==> src/rtl/core/srrc_pkg.sv <==
// Package holding the shared constants, codes and word types of the sequenced replay ring cache.
package srrc_pkg;

    localparam int CAPACITY_DEFAULT     = 16;
    localparam int PAYLOAD_BITS_DEFAULT = 32;
    localparam int MAX_RESULTS          = 16;

    localparam logic [1:0] FUNC_PUSH  = 2'd0;
    localparam logic [1:0] FUNC_QUERY = 2'd1;
    localparam logic [1:0] FUNC_COPY  = 2'd2;
    localparam logic [1:0] FUNC_CLEAR = 2'd3;

    localparam logic [2:0] STATUS_OK    = 3'd0;
    localparam logic [2:0] STATUS_STALE = 3'd1;
    localparam logic [2:0] STATUS_OLD   = 3'd2;
    localparam logic [2:0] STATUS_OVER  = 3'd3;
    localparam logic [2:0] STATUS_EMPTY = 3'd4;

    typedef struct packed {
        logic [1:0]  func;
        logic [31:0] generation;
        logic [31:0] event_sequence;
        logic [31:0] event_payload;
        logic [31:0] resume_after;
    } cmd_t;

    typedef struct packed {
        logic [2:0]  status;
        logic [31:0] window_generation;
        logic [31:0] window_first;
        logic [31:0] window_last;
        logic [31:0] drop_total;
        logic        has_event;
        logic [31:0] out_sequence;
        logic [31:0] out_payload;
        logic        last_of_run;
    } result_t;

endpackage

==> src/rtl/core/srrc_ram.sv <==
// Generic single-port-write, single-port-read RAM with a registered read.
module srrc_ram #(
    parameter int WIDTH = 32,
    parameter int DEPTH = 16
) (
    input  logic                     clk,
    input  logic                     wr_en,
    input  logic [$clog2(DEPTH)-1:0] wr_addr,
    input  logic [WIDTH-1:0]         wr_data,
    input  logic [$clog2(DEPTH)-1:0] rd_addr,
    output logic [WIDTH-1:0]         rd_data
);

    logic [WIDTH-1:0] mem [DEPTH];
    logic [WIDTH-1:0] rd_data_reg;

    always_ff @(posedge clk)
    begin
        if (wr_en)
        begin
            mem[wr_addr] <= wr_data;
        end
        rd_data_reg <= mem[rd_addr];
    end

    assign rd_data = rd_data_reg;

endmodule

==> src/rtl/core/sequenced_replay_ring_cache.sv <==
// Top level of the sequenced replay ring cache: command decoding, ring control and result output.
//
// A command word is taken on cmd at a rising edge where start is high and busy
// is low. Each result word appears on result for exactly one cycle, marked by
// result_valid; the receiver takes it at the end of that cycle and cannot stall.
// A push, a clear, and any query or copy refused for its generation or for an
// empty ring give their single result in the cycle after acceptance, with busy
// staying low, so such commands can be issued every cycle.
// A query reads the first and last cached sequences from the sequence memory one
// after the other, in states ST_QFIRST and ST_QLAST, and gives its result after
// them; busy is high while it is in those states.
// A copy walks the ring one entry per cycle through the memory read port,
// oldest first, and delivers at most one event word per cycle; it holds busy while
// it visits the cached entries, at most CAPACITY of them, and in a final flush state,
// and the last word carries last_of_run.
// Reset empties the ring and clears the generation and the drop count. The
// memories are not cleared: only entries written since the last emptying are
// ever read.
module sequenced_replay_ring_cache #(
    parameter int CAPACITY     = srrc_pkg::CAPACITY_DEFAULT,
    parameter int PAYLOAD_BITS = srrc_pkg::PAYLOAD_BITS_DEFAULT
) (
    input  logic              clk,
    input  logic              rst_n,
    input  logic              start,
    output logic              busy,
    input  srrc_pkg::cmd_t    cmd,
    output logic              result_valid,
    output srrc_pkg::result_t result
);

    localparam int IDX_W  = $clog2(CAPACITY);
    localparam int FILL_W = $clog2(CAPACITY + 1);
    localparam int SUM_W  = FILL_W + 1;
    localparam int CAP_RESULTS = (CAPACITY < srrc_pkg::MAX_RESULTS) ?
                                 CAPACITY : srrc_pkg::MAX_RESULTS;
    localparam int CNT_W  = $clog2(CAP_RESULTS + 1);

    localparam logic [2:0] ST_IDLE   = 3'd0;
    localparam logic [2:0] ST_QFIRST = 3'd1;
    localparam logic [2:0] ST_QLAST  = 3'd2;
    localparam logic [2:0] ST_COPY   = 3'd3;
    localparam logic [2:0] ST_FLUSH  = 3'd4;

    logic [2:0]        state_reg, state_next;
    logic [IDX_W-1:0]  oldest_reg, oldest_next;
    logic [FILL_W-1:0] fill_reg, fill_next;
    logic [31:0]       latest_reg, latest_next;
    logic [31:0]       gen_reg, gen_next;
    logic [31:0]       drops_reg, drops_next;
    logic [31:0]       after_reg, after_next;
    logic [31:0]       first_reg, first_next;
    logic [FILL_W-1:0] off_reg, off_next;
    logic [CNT_W-1:0]  cnt_reg, cnt_next;
    logic              pend_valid_reg, pend_valid_next;
    logic [31:0]       pend_seq_reg, pend_seq_next;
    logic [31:0]       pend_pay_reg, pend_pay_next;
    logic              result_valid_reg, result_valid_next;
    srrc_pkg::result_t result_reg, result_next;

    logic                    wr_en;
    logic [IDX_W-1:0]        wr_addr;
    logic [IDX_W-1:0]        rd_addr;
    logic [31:0]             rd_seq;
    logic [PAYLOAD_BITS-1:0] rd_pay;
    logic [PAYLOAD_BITS-1:0] wr_pay;
    logic [63:0]             wr_pay_wide;
    logic [63:0]             rd_pay_wide;

    function automatic logic [IDX_W-1:0] slot_of(input logic [IDX_W-1:0] base,
                                                 input logic [FILL_W-1:0] off);
        logic [SUM_W-1:0] sum;
        sum = SUM_W'(base) + SUM_W'(off);
        if (sum >= SUM_W'(CAPACITY))
        begin
            sum = sum - SUM_W'(CAPACITY);
        end
        return sum[IDX_W-1:0];
    endfunction

    function automatic srrc_pkg::result_t plain_result(input logic [2:0] status);
        srrc_pkg::result_t r;
        r = '0;
        r.status      = status;
        r.last_of_run = 1'b1;
        return r;
    endfunction

    assign wr_pay_wide = 64'(cmd.event_payload);
    assign wr_pay      = wr_pay_wide[PAYLOAD_BITS-1:0];
    assign rd_pay_wide = 64'(rd_pay);

    srrc_ram #(
        .WIDTH (32),
        .DEPTH (CAPACITY)
    ) u_seq_ram (
        .clk     (clk),
        .wr_en   (wr_en),
        .wr_addr (wr_addr),
        .wr_data (cmd.event_sequence),
        .rd_addr (rd_addr),
        .rd_data (rd_seq)
    );

    srrc_ram #(
        .WIDTH (PAYLOAD_BITS),
        .DEPTH (CAPACITY)
    ) u_payload_ram (
        .clk     (clk),
        .wr_en   (wr_en),
        .wr_addr (wr_addr),
        .wr_data (wr_pay),
        .rd_addr (rd_addr),
        .rd_data (rd_pay)
    );

    always_comb
    begin
        logic [IDX_W-1:0]  eff_oldest;
        logic [FILL_W-1:0] eff_fill;
        logic [31:0]       eff_latest;
        logic              gap_drop;
        logic              over_drop;
        logic [33:0]       drop_sum;
        logic              hit;
        logic              finish;
        logic [31:0]       after_inc;

        state_next        = state_reg;
        oldest_next       = oldest_reg;
        fill_next         = fill_reg;
        latest_next       = latest_reg;
        gen_next          = gen_reg;
        drops_next        = drops_reg;
        after_next        = after_reg;
        first_next        = first_reg;
        off_next          = off_reg;
        cnt_next          = cnt_reg;
        pend_valid_next   = pend_valid_reg;
        pend_seq_next     = pend_seq_reg;
        pend_pay_next     = pend_pay_reg;
        result_valid_next = 1'b0;
        result_next       = result_reg;
        wr_en             = 1'b0;
        wr_addr           = oldest_reg;
        rd_addr           = oldest_reg;
        eff_oldest        = oldest_reg;
        eff_fill          = fill_reg;
        eff_latest        = latest_reg;
        gap_drop          = 1'b0;
        over_drop         = 1'b0;
        drop_sum          = '0;
        hit               = 1'b0;
        finish            = 1'b0;
        after_inc         = after_reg + 32'd1;

        case (state_reg)
            ST_IDLE:
            begin
                if (start)
                begin
                    result_valid_next = 1'b1;
                    after_next        = cmd.resume_after;
                    if (cmd.func == srrc_pkg::FUNC_PUSH)
                    begin
                        if (cmd.generation == 32'd0 || cmd.event_sequence == 32'd0)
                        begin
                            result_next = plain_result(srrc_pkg::STATUS_STALE);
                        end
                        else
                        begin
                            if (cmd.generation != gen_reg)
                            begin
                                eff_oldest = '0;
                                eff_fill   = '0;
                                eff_latest = '0;
                            end
                            gen_next    = cmd.generation;
                            oldest_next = eff_oldest;
                            fill_next   = eff_fill;
                            latest_next = eff_latest;
                            if (eff_latest != 32'd0 && cmd.event_sequence <= eff_latest)
                            begin
                                result_next = plain_result(srrc_pkg::STATUS_OLD);
                            end
                            else
                            begin
                                gap_drop    = (eff_latest != 32'd0) &&
                                              (cmd.event_sequence != eff_latest + 32'd1);
                                latest_next = cmd.event_sequence;
                                wr_en       = 1'b1;
                                if (eff_fill == FILL_W'(CAPACITY))
                                begin
                                    over_drop   = 1'b1;
                                    wr_addr     = eff_oldest;
                                    oldest_next = slot_of(eff_oldest, FILL_W'(1));
                                    result_next = plain_result(srrc_pkg::STATUS_OVER);
                                end
                                else
                                begin
                                    wr_addr     = slot_of(eff_oldest, eff_fill);
                                    fill_next   = eff_fill + FILL_W'(1);
                                    result_next = plain_result(srrc_pkg::STATUS_OK);
                                end
                                drop_sum = 34'(drops_reg) + 34'(gap_drop) + 34'(over_drop);
                                if (drop_sum > 34'(32'hFFFF_FFFF))
                                begin
                                    drops_next = 32'hFFFF_FFFF;
                                end
                                else
                                begin
                                    drops_next = drop_sum[31:0];
                                end
                            end
                        end
                    end
                    else if (cmd.func == srrc_pkg::FUNC_CLEAR)
                    begin
                        oldest_next = '0;
                        fill_next   = '0;
                        latest_next = '0;
                        result_next = plain_result(srrc_pkg::STATUS_OK);
                    end
                    else if (cmd.generation == 32'd0 || cmd.generation != gen_reg)
                    begin
                        result_next = plain_result(srrc_pkg::STATUS_STALE);
                    end
                    else if (fill_reg == '0)
                    begin
                        result_next = plain_result(srrc_pkg::STATUS_EMPTY);
                    end
                    else
                    begin
                        result_valid_next = 1'b0;
                        rd_addr           = oldest_reg;
                        off_next          = '0;
                        cnt_next          = '0;
                        pend_valid_next   = 1'b0;
                        if (cmd.func == srrc_pkg::FUNC_QUERY)
                        begin
                            state_next = ST_QFIRST;
                        end
                        else
                        begin
                            state_next = ST_COPY;
                        end
                    end
                end
            end

            ST_QFIRST:
            begin
                first_next = rd_seq;
                rd_addr    = slot_of(oldest_reg, fill_reg - FILL_W'(1));
                state_next = ST_QLAST;
            end

            ST_QLAST:
            begin
                result_valid_next = 1'b1;
                if (after_inc < first_reg)
                begin
                    result_next = plain_result(srrc_pkg::STATUS_OVER);
                end
                else if (after_reg >= rd_seq)
                begin
                    result_next = plain_result(srrc_pkg::STATUS_EMPTY);
                end
                else
                begin
                    result_next = plain_result(srrc_pkg::STATUS_OK);
                end
                result_next.window_generation = gen_reg;
                result_next.window_first      = first_reg;
                result_next.window_last       = rd_seq;
                result_next.drop_total        = drops_reg;
                state_next = ST_IDLE;
            end

            ST_COPY:
            begin
                hit      = rd_seq > after_reg;
                off_next = off_reg + FILL_W'(1);
                rd_addr  = slot_of(oldest_reg, off_reg + FILL_W'(1));
                finish   = (off_reg + FILL_W'(1) == fill_reg) ||
                           (hit && (cnt_reg + CNT_W'(1) == CNT_W'(CAP_RESULTS)));
                if (hit)
                begin
                    if (pend_valid_reg)
                    begin
                        result_valid_next       = 1'b1;
                        result_next             = plain_result(srrc_pkg::STATUS_OK);
                        result_next.has_event    = 1'b1;
                        result_next.out_sequence = pend_seq_reg;
                        result_next.out_payload  = pend_pay_reg;
                        result_next.last_of_run  = 1'b0;
                    end
                    pend_valid_next = 1'b1;
                    pend_seq_next   = rd_seq;
                    pend_pay_next   = rd_pay_wide[31:0];
                    cnt_next        = cnt_reg + CNT_W'(1);
                end
                if (finish)
                begin
                    state_next = ST_FLUSH;
                end
            end

            ST_FLUSH:
            begin
                result_valid_next = 1'b1;
                if (pend_valid_reg)
                begin
                    result_next              = plain_result(srrc_pkg::STATUS_OK);
                    result_next.has_event    = 1'b1;
                    result_next.out_sequence = pend_seq_reg;
                    result_next.out_payload  = pend_pay_reg;
                end
                else
                begin
                    result_next = plain_result(srrc_pkg::STATUS_EMPTY);
                end
                pend_valid_next = 1'b0;
                state_next      = ST_IDLE;
            end

            default:
            begin
                state_next = ST_IDLE;
            end
        endcase
    end

    always_ff @(posedge clk or negedge rst_n)
    begin
        if (!rst_n)
        begin
            state_reg        <= ST_IDLE;
            oldest_reg       <= '0;
            fill_reg         <= '0;
            latest_reg       <= '0;
            gen_reg          <= '0;
            drops_reg        <= '0;
            off_reg          <= '0;
            cnt_reg          <= '0;
            pend_valid_reg   <= 1'b0;
            result_valid_reg <= 1'b0;
        end
        else
        begin
            state_reg        <= state_next;
            oldest_reg       <= oldest_next;
            fill_reg         <= fill_next;
            latest_reg       <= latest_next;
            gen_reg          <= gen_next;
            drops_reg        <= drops_next;
            off_reg          <= off_next;
            cnt_reg          <= cnt_next;
            pend_valid_reg   <= pend_valid_next;
            result_valid_reg <= result_valid_next;
        end
    end

    always_ff @(posedge clk)
    begin
        after_reg    <= after_next;
        first_reg    <= first_next;
        pend_seq_reg <= pend_seq_next;
        pend_pay_reg <= pend_pay_next;
        result_reg   <= result_next;
    end

    assign busy         = (state_reg != ST_IDLE);
    assign result_valid = result_valid_reg;
    assign result       = result_reg;

endmodule
==> config.mk <==
export PLATFORM = sky130hd
export DESIGN_NAME = sequenced_replay_ring_cache
export DESIGN_NICKNAME = d
export VERILOG_FILES = /design/src/rtl/core/srrc_pkg.sv /design/src/rtl/core/srrc_ram.sv /design/src/rtl/core/sequenced_replay_ring_cache.sv
export SDC_FILE = /design/constraint.sdc
export NUM_CORES = 2
export LEC_CHECK = 0
export ABC_AREA = 1
export BUFFER_PORTS_ARGS = -buffer_cell sky130_fd_sc_hd__buf_2
export CAP_MARGIN = 25
export CELL_PAD_IN_SITES_DETAIL_PLACEMENT = 1
export CELL_PAD_IN_SITES_GLOBAL_PLACEMENT = 1
export CORE_MARGIN = 8
export CORE_UTILIZATION = 45
export CTS_CLUSTER_DIAMETER = 50
export DETAILED_ROUTE_END_ITERATION = 8
export PLACE_DENSITY = 0.75
export REMOVE_ABC_BUFFERS = 1
export SLEW_MARGIN = 40
export SYNTH_ARGS = -nofsm -noshare
export SYNTH_HDL_FRONTEND = slang
export SYNTH_SLANG_ARGS = --single-unit
==> constraint.sdc <==
create_clock -name clk -period 16.95 [get_ports clk]
set_input_delay 2.5425 -clock clk [delete_from_list [all_inputs] [get_ports clk]]
set_output_delay 2.5425 -clock clk [all_outputs]
set_load 0.02 [all_outputs]
== Word-level counts from Yosys, hierarchy flattened ==
Memory sizes are Yosys's and may differ from the RTL's. A register that Yosys moved wholly into a read port is not among the register bits.
Cells that the tools add are included.

* Flip-flop bits (word level): 445
* RAM bits: 1024
* Input port bits: 133
* Output and inout bits: 199
* Word-level logic and storage cells: 200
* Memories kept: 2

* Add/subtract/negate cells: 16
* Order comparisons: 9
* Equality and inequality tests: 21
* Multiplexer cells: 99
* Bitwise logic cells: 2
* Reductions and logical operators: 28

{| class="wikitable"
|+ Memory list
! memory !! words !! width !! rd ports !! clocked after memory_dff !! wr ports !! line !! source
|-
| u_payload_ram.mem || 16 || 32 || 1 || 1 || 1 || srrc_ram.sv:14 || <nowiki>logic [WIDTH-1:0] mem [DEPTH];</nowiki>
|-
| u_seq_ram.mem || 16 || 32 || 1 || 1 || 1 || srrc_ram.sv:14 ||
|}

{| class="wikitable"
|+ Operators with widths
! operator !! number
|-
| $mux 197 || 10
|-
| $pmux 197 s4 || 1
|-
| $mux 196 || 3
|-
| $mux 32 || 10
|-
| $mux 4 || 20
|-
| $mux 5 || 16
|-
| $add 32x1->32 const B || 2
|-
| $logic_not 32->1 || 2
|-
| $ne 32x32->1 || 2
|-
| $add 33x1->34 || 1
|-
| $gt 34x32->1 const B || 1
|-
| $add 32x1->33 || 1
|-
| $ge 32x32->1 || 1
|-
| $gt 32x32->1 || 1
|-
| $le 32x32->1 || 1
|-
| $lt 32x32->1 || 1
|-
| $reduce_bool 32->1 || 1
|-
| $mux 1 || 26
|-
| $pmux 5 s2 || 2
|-
| $add 4x5->6 || 3
|-
| $ge 6x5->1 const B || 3
|-
| $mux 3 || 6
|-
| $ne 2x2->1 const B || 9
|-
| $sub 4x1->4 const B || 4
|-
| 31 further kinds || 48
|}

== Depth between registers and ports, before layout ==
* Depth in word-level cells: 16
* Mapped depth: 44

== Cells and area by module ==
A second synthesis with hierarchy kept.

* Cells, all modules: 7002
* Area total of the unflattened synthesis: 69789.4 sq um

{| class="wikitable"
|+ Modules (own cells, without submodules)
! module !! times used !! cells an instance !! area an instance (sq um)
|-
| sequenced_replay_ring_cache || 1 || 2762 || 24314.6
|-
| srrc_ram at u_payload_ram || 1 || 2120 || 22744.3
|-
| srrc_ram at u_seq_ram || 1 || 2120 || 22730.6
|}

== Worst setup path before layout ==
Ideal clock, no wire load.

* Path type: input -> register
* Start: input cmd[96] (netlist name)
* End: register result_reg, in the netlist result[0] (enable)
* Setup time: 0.996 ns
* Data arrival time: 17.005 ns
* Data required time: 15.954 ns
* Path slack: -1.051 ns
* Stages: 6
* Buffers on the path: 0
* Cell sequence: or4_1 -> nor4_1 -> nand3_1 -> nand4_1 -> a21oi_1 -> nor3_1

* Word-level cells in the longest chain between the ends: 4

{| class="wikitable"
|+ Ends and longest elaborated chain
! element !! line !! source
|-
| from (decl) || sequenced_replay_ring_cache.sv:27 || <nowiki>input srrc_pkg::cmd_t cmd,</nowiki>
|-
| $ne 32x32->1 or $logic_not 32->1 (tied branches) || sequenced_replay_ring_cache.sv:224 || <nowiki>else if (cmd.generation == 32'd0 || cmd.generation != gen_reg)</nowiki>
|-
| $logic_or 1x1->1 * || sequenced_replay_ring_cache.sv:224 ||
|-
| $ne 5x5->1 (no source line) * || -- ||
|-
| $reduce_and 5->1 (no source line) * || -- ||
|-
| to (signal assigned) || sequenced_replay_ring_cache.sv:370 || <nowiki>result_reg <= result_next;</nowiki>
|-
| to (decl) || sequenced_replay_ring_cache.sv:59 || <nowiki>srrc_pkg::result_t result_reg, result_next;</nowiki>
|}

Every way passes the cells marked *; elsewhere a longest branch is shown, timed or not.
A chain may end at the register's enable or synchronous reset.

== Worst setup path after layout ==
* Start: input cmd[126] (netlist name)
* End: register drops_reg[28]

* Word-level cells in the longest chain between the ends: 16

{| class="wikitable"
|+ Ends and longest elaborated chain
! element !! line !! source
|-
| parallel branches: the longest is 16 deep, another holds $add 33x1->34 || -- ||
|-
| to (signal assigned) || sequenced_replay_ring_cache.sv:356 || <nowiki>drops_reg <= drops_next;</nowiki>
|-
| to (decl) || sequenced_replay_ring_cache.sv:50 || <nowiki>logic [31:0] drops_reg, drops_next;</nowiki>
|}

Parallel ways; which one is timed is not known. The select of a mux whose other input is x is not followed.

==> results.md <==
- Flop2flop setup slack: 9.53 ns
- R2R depth: 36
- Synthesis Warnings: 0
- Worst-skew pair later-pin latency: 0.83 ns
- Max rail drop VDD: 0.0000932 V
- First-pass GRT wire length: 291 mm
- Outcome: finished, final reports clean
- Routed Antenna Nets: 0
- Met2 global-route usage: 0.408
- Die width: 395 um
- Starting DRT DRC Count: 4013
- Worst-path maximum fanout: 41
- Worst-path clk slew: 0.06 ns
- Grt total ovfl: 0
- Final Hold Fails: 0
- Sequential area share after synthesis: 0.692
- Most frequent cells in the layout: edfxtp_1 (1349), nor2_1 (890), nand2_1 (690)
- # IOs: 332
- Syn_area_per_cell: 11.6 um^2
- Pleak: 0.0277 uW
- GR Util met1: 0.314
- RR Endpoint: drops_reg[28]
- Cell row count: 139
- Hold path endpoint: pend_pay_reg[16]
- Final Power: 8310 uW
- Clock tree from TritonCTS: yes
- Power per Cell Area: 112 nW/um^2
- Gpl congestion: 0.901
- Yosys cell types: 54
- Largest stage delay on the critical path: 0.48 ns
- Slowest CP cell: buf_4
- # DRC: 0
- Cell mode on critical path: nand2_1
- Max Fclk: 0.113 GHz
- Slew Viols, Final: 0
- Worst-Margin Slew: 0.866 ns
- HP Start: u_payload_ram.rd_data[16]
- WL per Instance: 24.3 um
- Ratio of cells with drive above 1 in the final layout: 0.126
- Startpoint type of the worst setup path: primary input
- RSZ-0062 raised after global routing: false
- Cts repair resizes: 0
- Setup violations, final: 0
- CP Capture Type: flop
- Hold crit path type: flop to flop
- Critical Path RT: 17.62 ns
- Hold Path Depth: 0
- Fin crit share: 0.521
- Rel. slew slack: 0.420
- Post-DP HPWL: 121 mm
- Initial Utilization: 0.452
- Fin util: 0.519
- Htree depth: 4
- Initial antenna violation count: 22
- Core area: 143000 um^2
- M3 GR Usage: 0.0377
- Num CTS Buffers: 170
- Vias per cell: 5.66
- Worst Slack Setup Final: 8.12 ns
- Clk buf depth: 3
- Post-Syn Area: 64700 um^2
- Flops & latches, synth: 1533
- CP Class: primary input to flop
- Die Span Y: 395 um
- Synth-to-Final Area Change: 14.9%
- Hold Buf Count CTS: 0
- Largest net degree at the start of global routing: 187
- Full die area: 156000 um^2
- Max-cap viol count: 0
- DP Worst Slack: 7.36 ns
- Tmin final: 8.83 ns
- Reg2Reg Launch Point: gen_reg[30]
- # clock sinks: 1533
- Via total after detailed routing: 45000
- Overall Global Routing Usage: 0.239
- Clock skew: 0.0740 ns
- Post-synthesis cell count: 5589
- Final #Nets: 6146
- Root Buffer: clkbuf_16
- PortBufs: 331
- Vias in the first global route: 47500
- Final wirelength: 193 mm
- Grt peak-use layer: met2
- DRT Pass-1 Iters: 5
- Commonest non-fill, non-tap cell in the layout: edfxtp_1
- Crit path DAT: 9.50 ns
- Buffer count from post-CTS setup fixing: 0
## report_power, final
part | internal [uW] | total (uW) | switching [uW]
sequential | 4180 | 4240 | 62.1
clock | 2100 | 3670 | 1570
combinational | 110 | 393 | 282
total | 6390 | 8310 | 1920
## per-layer routing
metal / part of all wire / vias to the layer above
li1: - / 20300
met1: 0.42 / 22900
met2: 0.50 / 1388
met3: 0.054 / 341
met4: 0.028 / 10
met5: 0.00033 / -
## cells in the mapped netlist (all sizes together)
cell,number,share of area
buf,45,0.0044
or2,4,0.00039
o21ai,654,0.051
nor3,49,0.0042
clkbuf,230,0.013
inv,431,0.025
nand2,697,0.041
a31oi,66,0.0064
nand3,113,0.0097
o31ai,1,0.00012
o41ai,2,0.00027
nand4,81,0.0085
o221ai,4,0.00054
o2111ai,1,0.00014
xor2,78,0.011
a21oi,144,0.011
a211oi,69,0.0080
nor4b,2,0.00027
o21bai,21,0.0024
clkinv,5,0.00029
o211ai,8,0.00093
dfrtp,120,0.046
nor2,938,0.056
or4,4,0.00046
nor4,17,0.0016
xnor2,27,0.0037
nand3b,8,0.0011
dfxtp,64,0.020
fa,3,0.00093
o22ai,185,0.018
a221oi,1,0.00014
o21a,49,0.0057
a2111oi,1,0.00014
edfxtp,1349,0.63
a21o,2,0.00023
ha,116,0.022
## worst max-delay path by stage
stage | startpoint | to | cells after the start
2_1_floorplan | state_reg[0] | u_payload_ram.rd_data[0] | 9
3_3_place_gp | cmd[103] | u_payload_ram.mem[13][30] | 26
3_5_place_dp | cmd[126] | drops_reg[2] | 39
4_1_cts | cmd[126] | drops_reg[2] | 39
5_1_grt | cmd[126] | drops_reg[17] | 37
6_report | cmd[126] | drops_reg[28] | 37
## per-stage QoR
| stage | instances | area, um^2 | TNS (ns) | hold WS, ns |
|---|---|---|---|---|
| final | 7951 | 74400 | 0 | 0.404 |
| after global routing | 7947 | 74400 | 0 | 0.410 |
| after CTS | 7938 | 74200 | 0 | 0.407 |
| after detailed placement | 7620 | 68600 | 0 | 0.390 |
| after global placement | 7607 | 68300 | 0 | 0.389 |
| after floorplan | 5314 | 63600 | -1331.99 | 0.386 |
## area by class of cell
type / count / area [um^2]
tap: 1903 / 2380
multi-input combinational: 3345 / 17400
sequential: 1533 / 44800
timing repair buffer: 408 / 2530
inverter: 436 / 1660
clock buffer: 224 / 4610
fill: 15000 / 68900
clock inverter: 94 / 1030
antenna: 8 / 20.0
## critical path, delay by kind of cell
family / cells / cell delay (ns)
simple gates: 28 / 5.00
fa+ha+maj: 3 / 0.81
buf+inv: 3 / 0.69
compound gates: 1 / 0.08
xor+xnor: 2 / 0.35
## logic make-up after synthesis
group / share of synthesized area
AND/OR/NAND/NOR: 0.123
buffers and inverters: 0.0430
XOR/XNOR: 0.0142
adder cells (fa/ha/maj): 0.0233
AO/OA/AOI/OAI: 0.105
flip-flops: 0.692
Power figures use the tool's default switching activity.
